`src/design/rpw_pkg.sv`:
```
// shared types and scaling constants for the pulse width capture block
package rpw_pkg;

  // frame holds at most this many results (channel field is 3 bits)
  localparam int FRAME_CAP = 8;

  // linear map 1000..2000 -> 172..1811
  localparam logic [15:0] IN_LO     = 16'd1000;
  localparam logic [10:0] OUT_LO    = 11'd172;
  localparam logic [26:0] SPAN_OUT  = 27'd1639;
  localparam logic [10:0] SERVO_MAX = 11'd2047;

  // products at or above this give quotients that saturate high once the output offset is added
  localparam logic [26:0] SAT_PROD  = 27'd1876000;

  // reciprocal of 1000 scaled by 2^31, exact for dividends below 2^21
  localparam logic [21:0] RECIP       = 22'd2147484;
  localparam int          RECIP_SHIFT = 31;

  // controller to datapath commands
  typedef struct packed {
    logic capture;
    logic cnt_clr;
    logic cnt_inc;
    logic mul_en;
    logic div_en;
    logic emit_en;
  } rpw_cmd_t;

  // datapath to controller status
  typedef struct packed {
    logic last;
  } rpw_sts_t;

endpackage

```
`src/design/rpw_ctrl.sv`:
```
// frame sequencer and output handshake control
module rpw_ctrl import rpw_pkg::*; (
  input  logic     clk,
  input  logic     rst_n,
  input  logic     in_valid,
  output logic     in_stall,
  input  logic     in_opcode,
  output logic     out_valid,
  input  logic     out_stall,
  output rpw_cmd_t cmd,
  input  rpw_sts_t sts
);

  localparam logic [1:0] ST_IDLE = 2'd0;
  localparam logic [1:0] ST_MUL  = 2'd1;
  localparam logic [1:0] ST_DIV  = 2'd2;
  localparam logic [1:0] ST_EMIT = 2'd3;

  logic [1:0] state_r, state_nxt;
  logic       out_valid_r, out_valid_nxt;
  logic       in_acc;
  logic       out_free;

  assign in_stall  = (state_r != ST_IDLE);
  assign in_acc    = in_valid && !in_stall;
  assign out_valid = out_valid_r;
  // output register empty or being taken this cycle
  assign out_free  = !out_valid_r || !out_stall;

  // next state and commands
  always_comb begin
    state_nxt   = state_r;
    cmd         = '0;
    cmd.capture = in_acc && !in_opcode;
    unique case (state_r)
      ST_IDLE: begin
        if (in_acc && in_opcode) begin
          cmd.cnt_clr = 1'b1;
          state_nxt   = ST_MUL;
        end
      end
      ST_MUL: begin
        cmd.mul_en = 1'b1;
        state_nxt  = ST_DIV;
      end
      ST_DIV: begin
        cmd.div_en = 1'b1;
        state_nxt  = ST_EMIT;
      end
      ST_EMIT: begin
        if (out_free) begin
          cmd.emit_en = 1'b1;
          if (sts.last) begin
            state_nxt = ST_IDLE;
          end else begin
            cmd.cnt_inc = 1'b1;
            state_nxt   = ST_MUL;
          end
        end
      end
      default: state_nxt = ST_IDLE;
    endcase
  end

  // output valid flag
  always_comb begin
    out_valid_nxt = out_valid_r;
    if (out_valid_r && !out_stall) begin
      out_valid_nxt = 1'b0;
    end
    if (cmd.emit_en) begin
      out_valid_nxt = 1'b1;
    end
  end

  always_ff @(posedge clk) begin
    if (!rst_n) begin
      state_r     <= ST_IDLE;
      out_valid_r <= 1'b0;
    end else begin
      state_r     <= state_nxt;
      out_valid_r <= out_valid_nxt;
    end
  end

endmodule

```
`src/design/rpw_dpath.sv`:
```
// capture registers, scaling datapath and output payload register
module rpw_dpath import rpw_pkg::*; #(
  parameter int CHANNELS = 8
) (
  input  logic        clk,
  input  logic        rst_n,
  input  logic [2:0]  in_channel,
  input  logic        in_level,
  input  logic [31:0] in_time_us,
  input  rpw_cmd_t    cmd,
  output rpw_sts_t    sts,
  output logic [2:0]  out_channel_index,
  output logic [10:0] out_servo_value,
  output logic        out_last
);

  localparam int NCH = (CHANNELS < FRAME_CAP) ? CHANNELS : FRAME_CAP;
  localparam int CIW = (NCH > 1) ? $clog2(NCH) : 1;

  logic [31:0]    rise_r [NCH];
  logic [15:0]    pw_r   [NCH];
  logic [CIW-1:0] cnt_r, cnt_nxt;
  logic [26:0]    prod_r;
  logic           neg_r, neg_s_r;
  logic           big_r;
  logic [10:0]    q_r;
  logic [2:0]     och_r;
  logic [10:0]    oval_r;
  logic           olast_r;

  logic [CIW-1:0] eidx;
  logic           in_range;
  logic [31:0]    elapsed;
  logic [15:0]    width;
  logic           wneg;
  logic [15:0]    mag;
  logic [42:0]    recip_prod;
  logic [10:0]    val;
  logic           is_last;

  // edge capture
  assign eidx     = in_channel[CIW-1:0];
  assign in_range = ({1'b0, in_channel} < 4'(NCH));
  assign elapsed  = in_time_us - rise_r[eidx];

  always_ff @(posedge clk) begin
    if (!rst_n) begin
      for (int i = 0; i < NCH; i++) begin
        rise_r[i] <= '0;
        pw_r[i]   <= '0;
      end
    end else if (cmd.capture && in_range) begin
      if (in_level) begin
        rise_r[eidx] <= in_time_us;
      end else begin
        pw_r[eidx] <= elapsed[15:0];
      end
    end
  end

  // frame channel counter
  assign is_last  = (cnt_r == CIW'(NCH - 1));
  assign sts.last = is_last;

  always_comb begin
    cnt_nxt = cnt_r;
    if (cmd.cnt_clr) begin
      cnt_nxt = '0;
    end else if (cmd.cnt_inc) begin
      cnt_nxt = cnt_r + 1'b1;
    end
  end

  always_ff @(posedge clk) begin
    if (!rst_n) begin
      cnt_r <= '0;
    end else begin
      cnt_r <= cnt_nxt;
    end
  end

  // stage 1: distance from 1000 times output span
  assign width = pw_r[cnt_r];
  assign wneg  = (width < IN_LO);
  assign mag   = wneg ? (IN_LO - width) : (width - IN_LO);

  always_ff @(posedge clk) begin
    if (cmd.mul_en) begin
      prod_r <= 27'(mag) * SPAN_OUT;
      neg_r  <= wneg;
    end
  end

  // stage 2: divide by 1000 through the reciprocal, flag high saturation
  assign recip_prod = 43'(prod_r[20:0]) * 43'(RECIP);

  always_ff @(posedge clk) begin
    if (cmd.div_en) begin
      q_r     <= 11'(recip_prod >> RECIP_SHIFT);
      big_r   <= (prod_r >= SAT_PROD);
      neg_s_r <= neg_r;
    end
  end

  // stage 3: apply offset with truncation toward zero and saturate
  always_comb begin
    if (neg_s_r) begin
      val = (q_r > OUT_LO) ? '0 : (OUT_LO - q_r);
    end else begin
      val = big_r ? SERVO_MAX : (q_r + OUT_LO);
    end
  end

  always_ff @(posedge clk) begin
    if (cmd.emit_en) begin
      och_r   <= 3'(cnt_r);
      oval_r  <= val;
      olast_r <= is_last;
    end
  end

  assign out_channel_index = och_r;
  assign out_servo_value   = oval_r;
  assign out_last          = olast_r;

endmodule

```
`src/design/rc_pulse_width_to_servo_frame_core.sv`:
```
// top level: radio-control pulse width capture with servo value scaling
//
// Edge items (opcode 0) are accepted whenever no frame is in progress: a rising
// edge stores the timestamp, a falling edge stores the low 16 bits of the
// elapsed time as the channel's width; edges on channels at or above CHANNELS
// are dropped. A frame request (opcode 1) emits min(CHANNELS, 8) scaled values
// in channel order, the last one flagged. Each value passes through the
// sequencer steps (table read and span multiply, reciprocal multiply for the
// divide by 1000, offset and saturation into the output register), and in_stall
// is held high while the frame is sequenced. A result waiting in the output
// register does not block the next edge item once the frame is sequenced.
module rc_pulse_width_to_servo_frame_core import rpw_pkg::*; #(
  parameter int CHANNELS = 8
) (
  input  logic        clk,
  input  logic        rst_n,
  input  logic        in_valid,
  output logic        in_stall,
  input  logic        in_opcode,
  input  logic [2:0]  in_channel,
  input  logic        in_level,
  input  logic [31:0] in_time_us,
  output logic        out_valid,
  input  logic        out_stall,
  output logic [2:0]  out_channel_index,
  output logic [10:0] out_servo_value,
  output logic        out_last
);

  rpw_cmd_t cmd;
  rpw_sts_t sts;

  // sequencer
  rpw_ctrl u_ctrl (
    .clk       (clk),
    .rst_n     (rst_n),
    .in_valid  (in_valid),
    .in_stall  (in_stall),
    .in_opcode (in_opcode),
    .out_valid (out_valid),
    .out_stall (out_stall),
    .cmd       (cmd),
    .sts       (sts)
  );

  // capture and scaling datapath
  rpw_dpath #(
    .CHANNELS (CHANNELS)
  ) u_dpath (
    .clk               (clk),
    .rst_n             (rst_n),
    .in_channel        (in_channel),
    .in_level          (in_level),
    .in_time_us        (in_time_us),
    .cmd               (cmd),
    .sts               (sts),
    .out_channel_index (out_channel_index),
    .out_servo_value   (out_servo_value),
    .out_last          (out_last)
  );

endmodule
```
`config.mk`:
```
export PLATFORM = sky130hd
export DESIGN_NAME = rc_pulse_width_to_servo_frame_core
export DESIGN_NICKNAME = d
export VERILOG_FILES = /design/src/design/rpw_pkg.sv /design/src/design/rpw_ctrl.sv /design/src/design/rpw_dpath.sv /design/src/design/rc_pulse_width_to_servo_frame_core.sv
export SDC_FILE = /design/constraint.sdc
export NUM_CORES = 1
export LEC_CHECK = 0
export BUFFER_PORTS_ARGS = -buffer_cell sky130_fd_sc_hd__buf_2
export CORE_MARGIN = 5
export CORE_UTILIZATION = 50
export DETAILED_ROUTE_END_ITERATION = 10
export PLACE_DENSITY = 0.66
export RECOVER_POWER = 100
export SLEW_MARGIN = 20
export SYNTH_ARGS = -nofsm -noshare
export SYNTH_HDL_FRONTEND = slang
export SYNTH_SLANG_ARGS = --single-unit
```
`constraint.sdc`:
```
create_clock -name clk -period 12 [get_ports clk]
set_clock_uncertainty 0.15 [all_clocks]
set_input_delay 0.6 -clock clk [delete_from_list [all_inputs] [get_ports clk]]
set_output_delay 0.6 -clock clk [all_outputs]
set_load 0.01 [all_outputs]
```
==> results of run 1 <==
worst max-delay path, cell delays in order, from the launching register on:
cell and delay, ps:
sky130_fd_sc_hd__dfxtp_2 310, sky130_fd_sc_hd__clkbuf_1 1570, sky130_fd_sc_hd__mux4_2 680, sky130_fd_sc_hd__mux2i_1 460
sky130_fd_sc_hd__o21bai_1 260, sky130_fd_sc_hd__a211oi_1 180, sky130_fd_sc_hd__nor3_4 490, sky130_fd_sc_hd__nand2_2 100
sky130_fd_sc_hd__o22ai_1 260, sky130_fd_sc_hd__xor2_2 370, sky130_fd_sc_hd__ha_1 400, sky130_fd_sc_hd__fa_1 470
sky130_fd_sc_hd__fa_1 510, sky130_fd_sc_hd__fa_1 550, sky130_fd_sc_hd__inv_1 60, sky130_fd_sc_hd__fa_1 530
sky130_fd_sc_hd__inv_1 40, sky130_fd_sc_hd__ha_1 400, sky130_fd_sc_hd__nand2_1 80, sky130_fd_sc_hd__o21ai_0 270
sky130_fd_sc_hd__o21bai_1 180, sky130_fd_sc_hd__nand4_1 200, sky130_fd_sc_hd__o211ai_1 290, sky130_fd_sc_hd__nand2_1 130
sky130_fd_sc_hd__o2111ai_1 210, sky130_fd_sc_hd__a21oi_1 110, sky130_fd_sc_hd__xnor2_1 140
worst max-delay path by stage:
stage	slack, ps	cells after the start	start	endpoint
finish	2330	26	register	u_dpath.prod_r[26]
global route	1580	26	register	u_dpath.prod_r[26]
CTS	3590	26	register	u_dpath.prod_r[26]
detailed placement	3640	26	register	u_dpath.prod_r[26]
global placement	3780	26	register	u_dpath.prod_r[26]
floorplan	4960	29	register	u_dpath.prod_r[26]
sequential cells by signal, indices dropped and copies added (netlist names), named ones only:
signal,cells
u_dpath.big_r,1
u_ctrl.out_valid,1
u_dpath.q_r,11
u_dpath.pw_r,128
u_ctrl.state_r,2
u_dpath.out_last,1
u_dpath.neg_s_r,1
u_dpath.out_channel_index,3
u_dpath.cnt_r,3
u_dpath.prod_r,27
u_dpath.neg_r,1
u_dpath.out_servo_value,11
u_dpath.rise_r,128
cell type report:
cell class	count	area, sq um	area share (%)
multi-input combinational	1358	12800	49.6
inverter	325	1220	4.72
sequential	321	9550	37.0
clock inverter	18	176	0.683
tap	615	769	2.98
clock buffer	48	1010	3.91
timing repair buffer	57	277	1.07
layer usage:
layer | GRT usage, % | part of all wire, % | vias to the layer above
met1 | 27.1 | 42 | 7669
met2 | 36.4 | 50 | 387
met3 | 3.06 | 5.0 | 92
li1 | - | - | 7313
met4 | 6.31 | 2.6 | 4
met5 | 0 | 0.039 | -
synth_stat cells, types with 4 or more instances:
library cell and instances:
sky130_fd_sc_hd__nand2b_1 10, sky130_fd_sc_hd__nor3b_1 5, sky130_fd_sc_hd__xnor2_1 38, sky130_fd_sc_hd__o21ai_0 43, sky130_fd_sc_hd__or3_1 4, sky130_fd_sc_hd__xor2_1 24
sky130_fd_sc_hd__and2_1 7, sky130_fd_sc_hd__fa_1 148, sky130_fd_sc_hd__buf_6 7, sky130_fd_sc_hd__nor3_1 26, sky130_fd_sc_hd__mux2_2 5, sky130_fd_sc_hd__nor2b_1 14
sky130_fd_sc_hd__a21o_1 20, sky130_fd_sc_hd__a21boi_0 7, sky130_fd_sc_hd__nor4_1 8, sky130_fd_sc_hd__nand3_1 20, sky130_fd_sc_hd__a22oi_1 40, sky130_fd_sc_hd__inv_1 322
sky130_fd_sc_hd__nand2_1 80, sky130_fd_sc_hd__o31ai_1 5, sky130_fd_sc_hd__nor2_1 188, sky130_fd_sc_hd__mux2i_1 12, sky130_fd_sc_hd__dfxtp_1 9, sky130_fd_sc_hd__and3_1 141
sky130_fd_sc_hd__a221oi_1 15, sky130_fd_sc_hd__a211oi_1 8, sky130_fd_sc_hd__a21oi_1 50, sky130_fd_sc_hd__ha_1 307, sky130_fd_sc_hd__clkbuf_1 57, sky130_fd_sc_hd__mux4_2 29
sky130_fd_sc_hd__edfxtp_1 312, sky130_fd_sc_hd__nand4_1 10, sky130_fd_sc_hd__o211ai_1 4, sky130_fd_sc_hd__o21a_1 12, sky130_fd_sc_hd__a22o_1 13
metrics by stage:
step                      std cells  setup slack (ps)  util, %
final                          2742              2330     54.3
after global placement         2676              3780     52.0
after global routing           2742              1580     54.3
after floorplan                2076              4960        -
after CTS                      2742              3590     54.5
after detailed placement       2676              3640     52.0
logic make-up (layout without fill, tap and decap cells):
logic type,Yosys count,after routing
AO/OA/AOI/OAI,252,252
XOR/XNOR,65,65
adder cells (fa/ha/maj),455,455
buffers and inverters,397,448
flip-flops,321,321
multiplexers,54,54
AND/OR/NAND/NOR,532,532
==> results.md, run 1 <==
Clock tree:
- TritonCTS built the clock tree.
- For the worst-skew pair, the clock arrives at the later sink with an insertion delay of 550 ps.
- After clock tree synthesis, the repair step resized 0 gates.
- The number of buffers on the longest clock path is 3.
- The tree built by TritonCTS fans out to 321 sinks.
- TritonCTS created 37 clock buffers.
- The number of levels in the clock H-tree is 2.
- The CTS root buffer is sky130_fd_sc_hd__clkbuf_16.
- After clock tree synthesis, the flow added hold-fix buffers numbering 0.
- The clock slew at the register clock pins of the worst setup and hold paths is 60 ps.
- The total setup buffers inserted after CTS is 0.

Status:
- The final reports fail on max-capacitance violations, max-slew violations.
- The run finished, with violations left.

Place:
- The count of input and output buffers is 41.
- Once placement finished, the instance area stood at 24700 sq um.
- The estimated wirelength of the detail-placed design is 38.3 mm.
- The final weighted congestion in routability-driven placement is 0.886.

Die:
- The width of the die is 229 microns.
- For this configuration, the core starts out at a cell density of 50.3%.
- The row count is 80.
- For this design the top-level I/O count stands at 58.
- The area inside the core boundary is 47500 sq um.
- The die boundary height is 229 microns.
- The total die area is 52300 sq um.

Global routing:
- The global-route wire length before repair is 86.8 mm.
- The overall global routing resource usage is 20.9%.
- The number of global-route vias before repair came to 16.0k.
- The overflow left after global routing is 0.
- The number of antenna violations at the first check in global routing was 2.
- Entering global routing, the biggest net connects 123 pins.

Worst setup path:
- The category of the critical setup timing path is register to register.
- Across all register-to-register paths, the minimum setup slack is 2330 ps.
- The worst endpoint data arrival time is 9830 ps.
- The endpoint identified for the worst register-to-register timing path is u_dpath.prod_r[26].
- The required time reported for the critical path endpoint is 12150 ps.
- The maximum fanout along the worst path is 31.
- The worst setup path is launched from a register.
- The worst setup path is captured at a register.
- For the worst flop-to-flop path, the logic depth is 26.

Logic synthesis:
- Summing the areas of all compound-gate instances in the mapped netlist gives 7.35% of the synthesized area.
- The dominant combinational cell family by area after synthesis is adder cells.
- A synthesized cell averages 11.5 sq um.
- The synthesized netlist cell count is 2076.
- The synthesized design devotes to its leading area cell type 39.2% of total area.
- Counting every net in the synthesized netlist gives 2572.
- After synthesis, the cell types taking the most area are sky130_fd_sc_hd__edfxtp_1 39%, sky130_fd_sc_hd__ha_1 16%, sky130_fd_sc_hd__fa_1 12%.
- Summing the areas of all xor and xnor instances in the mapped netlist gives 2.48% of the synthesized area.
- The portion of netlist area occupied by mux cells is 4.16%.
- The fraction of the mapped netlist area in adder cells is 28.5%.
- The proportion of synthesized chip area in sequential cells is 39.9%.
- After synthesis the cells add up to 23900 sq um.
- The flip-flop cell with the highest count after synthesis is sky130_fd_sc_hd__edfxtp_1.
- After synthesis, the netlist uses 79 different library cells.
- The library cell occupying the most area in the post-synthesis netlist is sky130_fd_sc_hd__edfxtp_1.
- The async set-or-reset flop fraction in the synthesized netlist is 0%.
- Counting flops with a built-in enable in the synthesized netlist gives 312.
- The flip-flop and latch count after synthesis is 321.
- The post-synthesis share of cell area spent on and, or, nand and nor gates is 11.1%.
- The count of synthesis-stage warnings from yosys is 0.

Cells and area:
- The signed area change from the synthesized netlist to the final layout is 7.98%.
- In the final design database the tool counted 2596 nets.
- Fill cells in the final layout number 4053.
- The leading cell type in the layout, fill and taps excluded is sky130_fd_sc_hd__inv_1.
- The post-route netlist has 7.10% of its cells at a drive strength greater than 1.
- The count of inserted antenna diode cells is 0.
- After routing the design area is 25800 sq um.
- In the layout the commonest cells are 322 x sky130_fd_sc_hd__inv_1, 312 x sky130_fd_sc_hd__edfxtp_1, 307 x sky130_fd_sc_hd__ha_1.

STA:
- The final hold slack is 200 ps.
- The hold violation count in the final report was 0.
- The summed negative setup slack over all endpoints is 0 ps.
- Based on the critical path, the design can be clocked at up to 0.103 GHz.
- The final max-slew violation count came to 218.
- The setup violation total in the final timing report is 0.
- The transition time at the pin with the least slew margin is 4160 ps.
- The normalized max-slew margin is -178%.
- The post-route clock period utilization is 80.6%.
- Setup repair after global routing left no endpoint under its margin.
- For the finished layout, the period the worst path requires is 9670 ps.

Route:
- The final layout contains routed wiring with a total length of 54.0 mm.
- Dividing the detail-routed wire length by the instance count gives 19.7 microns.
- For this block, the via count after detailed routing is 15.5k.
- Once detail routing completed, the nets flagged for antenna violations numbered 0.
- The number of DRC markers in iteration 0 is 1116.
- The average via count per standard cell is 5.64.
- The DRC violation count after routing is 0.
- The pre-antenna-repair detailed-routing pass consisted of 6 iterations.

Worst hold path:
- The path type of the worst min-delay path is input port to register.
- The worst hold path terminates at u_ctrl.out_valid.
- The beginning of the worst hold path is out_stall.
- The number of cells on the worst hold path is 3.

Flow run:
- Across the run, the number of max-cap violations was 4.
Power of run 1 is not shown: default switching activity piles up to over one toggle a cycle in this logic, so the estimate is an artifact.
==> run 2, diff against run 1 <==
--- a/config.mk
+++ b/config.mk
@@ -9,7 +9,7 @@
 export CORE_MARGIN = 5
 export CORE_UTILIZATION = 50
 export DETAILED_ROUTE_END_ITERATION = 10
-export PLACE_DENSITY = 0.66
+export PLACE_DENSITY = 0.69
 export RECOVER_POWER = 100
 export SLEW_MARGIN = 20
 export SYNTH_ARGS = -nofsm -noshare
==> constraint.sdc (replaced) <==
create_clock -name clk -period 8.1 [get_ports clk]
set_clock_uncertainty 0.15 [all_clocks]
set_input_delay 0.405 -clock clk [delete_from_list [all_inputs] [get_ports clk]]
set_output_delay 0.405 -clock clk [all_outputs]
set_load 0.01 [all_outputs]
==> run 2 against run 1 <==
The run still ends with max-capacitance violations, max-slew violations left. Routed wire length up 1.1%. Via count increased by 2.3%. Utilization grew 0.50 points. Final cell count up 0.91%. Fmax increased by 26%. First-iteration DRC count is the same. Highest routed layer unchanged.
==> results.md, run 2 (same netlist as run 1, synthesis figures left out) <==
Status:
- The checks that failed: max-capacitance violations, max-slew violations.
- The flow ran to the end, but the final reports show violations.

Die:
- The floorplan step defined a die boundary enclosing 52300 sq um.
- For this design the top-level I/O count stands at 58.
- The row count is 80.
- The width of the die is 229 microns.
- The die is 229 microns tall.
- The initial utilization of the core area, before any placement, comes to 50.3%.
- The area inside the core boundary is 47500 sq um.

Place:
- At the end of routability-driven placement, the weighted congestion stood at 0.907.
- The estimated wirelength of the detail-placed design is 38.7 mm.
- During placement, the flow inserted port buffers numbering 41.

Clock tree:
- The number of clock sinks is 321.
- The CTS tree is built.
- The CTS root buffer is sky130_fd_sc_hd__clkbuf_16.
- The clock tree synthesis step divided the H-tree into 2 levels.
- The number of clock buffers added by TritonCTS is 35.
- The total of hold buffers inserted after clock tree synthesis is 0.
- At the later pin of the worst-skew pair, clock insertion delay measures 540 ps.
- The number of buffers on the longest clock path is 3.
- After clock tree synthesis, the clock-pin slew on the worst setup and hold paths is 70 ps.

Route:
- The detailed-router iteration count before antenna repair is 5.
- Dividing the detail-routed wire length by the instance count gives 19.7 microns.
- The count of nets left with antenna violations once routing finished came out at 0.
- The overall routed net length is 54.6 mm.
- In the routed layout, each cell is associated on average with a via count of 5.72.
- For this block, the via count after detailed routing is 15.8k.
- In the routed design, unresolved DRC markers number 0.
- The number of DRC markers in iteration 0 is 1116.

STA:
- For the pin with the worst max-slew slack, the measured transition is 4110 ps.
- Setup violations remaining at the end of the flow were counted as 0.
- The shortest clock period the worst path allows after layout is 7690 ps.
- The hold violation count in the final report is 0.
- The post-route clock period utilization is 95.0%.
- Measured against its own limit, the worst slew margin works out to -174%.
- Timing would allow up to 0.130 GHz.
- Setup repair after global routing left no endpoint under its margin.
- The final max-slew violation count is 123.
- The summed negative setup slack over all endpoints is 0 ps.

Worst setup path:
- The category of the worst setup path capture point is a register.
- STA puts the critical path data required time at 8200 ps.
- The maximum fanout along the worst path is 14.
- Data arrives at the worst endpoint at 7800 ps.
- Across all register-to-register paths, the minimum setup slack is 410 ps.
- The worst setup path is launched from a register.
- The worst setup path is of the register to register kind.

Cells and area:
- The leading cell type in the layout, fill and taps excluded is sky130_fd_sc_hd__inv_1.
- In the layout the commonest cells are 322 x sky130_fd_sc_hd__inv_1, 312 x sky130_fd_sc_hd__edfxtp_1, 307 x sky130_fd_sc_hd__ha_1.
- The fraction of final layout cells sized beyond drive strength 1 is 8.32%.
- The signed area change from the synthesized netlist to the final layout is 8.98%.
- The number of fill cells in the layout is 3979.
- Summing all multi-input logic gate instances after layout gives 12800 sq um.
- The area taken by flip-flops and latches is 9560 sq um.
- In the final design database the tool counted 2622 nets.
- In the final layout, the registers with the most flip-flops are u_dpath.pw_r x128, u_dpath.rise_r x128, u_dpath.prod_r x27.

Global routing:
- Entering global routing, the biggest net connects 123 pins.
- The number of antenna violations at the first check in global routing is 3.
- The first global-routing pass estimated 87.3 mm of wire.
- The total overflow left after global routing is 0.
- Across every metal layer, demand over resource in global routing totals 20.8%.
- The number of global-route vias before repair is 16.3k.

Worst hold path:
- The beginning of the worst hold path is out_stall.
- The path type of the worst min-delay path is input port to register.

Flow run:
- The max capacitance violation total is 1.
## run 2: changes by cell type in the layout (fill, tap and decap cells not counted), sizes merged
cell,previous run,this run
buf,32,60
bufinv,2,5
clkbuf,73,71
clkinv,13,10
clkinvlp,1,0
diode,0,1
inv,327,326
## run 2: final timing paths
check / depth (start not counted) / endpoint
max: 26 / u_dpath.prod_r[25]
min reg2reg: 0 / u_dpath.neg_s_r
max reg2reg: 26 / u_dpath.prod_r[25]
min: 3 / u_ctrl.out_valid
## run 2: layout make-up
type	count	area share, %
multi-input cells	1358	49.3
flip-flops and latches	321	36.7
inverters	325	4.68
clock buffers	46	3.64
well taps	615	2.95
repair buffers	85	1.92
clock inverters	16	0.826
diodes	1	0.00960
## run 2: per-layer routing
layer  vias to the layer above  track usage (%)  share of wire, %
li1                       7361                -                 -
met1                      7861             26.9                41
met2                       475             35.9                49
met3                       119             2.96               5.8
met4                         4             7.37               3.6
met5                         -                0             0.038
## run 2: metrics by stage
step	cell area, sq um	setup WS (ps)	hold WS (ps)	util, %	cells
floorplan	23900	1060	250	-	2076
global placement	24900	318	305	52.4	2701
detailed placement	24900	204	301	52.4	2701
CTS	26100	179	8.50	54.9	2763
global route	26100	25.0	36.2	54.8	2767
finish	26100	409	25.9	54.8	2767
## run 2: critical path, stage by stage, from the launching register on
cell and delay [ps]:
sky130_fd_sc_hd__dfxtp_4 560, sky130_fd_sc_hd__mux4_2 570, sky130_fd_sc_hd__mux2i_1 370, sky130_fd_sc_hd__and2_4 250
sky130_fd_sc_hd__nand4_4 110, sky130_fd_sc_hd__clkbuf_1 220, sky130_fd_sc_hd__nor2_1 170, sky130_fd_sc_hd__nand2_1 80
sky130_fd_sc_hd__a32oi_1 230, sky130_fd_sc_hd__xnor2_1 250, sky130_fd_sc_hd__inv_1 110, sky130_fd_sc_hd__buf_4 180
sky130_fd_sc_hd__ha_1 340, sky130_fd_sc_hd__fa_1 530, sky130_fd_sc_hd__fa_1 550, sky130_fd_sc_hd__inv_1 50
sky130_fd_sc_hd__fa_1 540, sky130_fd_sc_hd__inv_1 50, sky130_fd_sc_hd__ha_1 290, sky130_fd_sc_hd__ha_1 360
sky130_fd_sc_hd__a211o_1 290, sky130_fd_sc_hd__a211oi_1 260, sky130_fd_sc_hd__nand3_1 120, sky130_fd_sc_hd__a41oi_1 330
sky130_fd_sc_hd__o31ai_1 210, sky130_fd_sc_hd__nand4b_1 140, sky130_fd_sc_hd__o311ai_0 110
## run 2: what timing repair did
| item | 4_1_cts | 5_1_grt |
|---|---|---|
| setup endpoints to repair | 0 | 7 |
| gates resized for setup | 0 | 4 |
| setup buffers | 0 | 2 |
Power of run 2 is left out for the same reason.
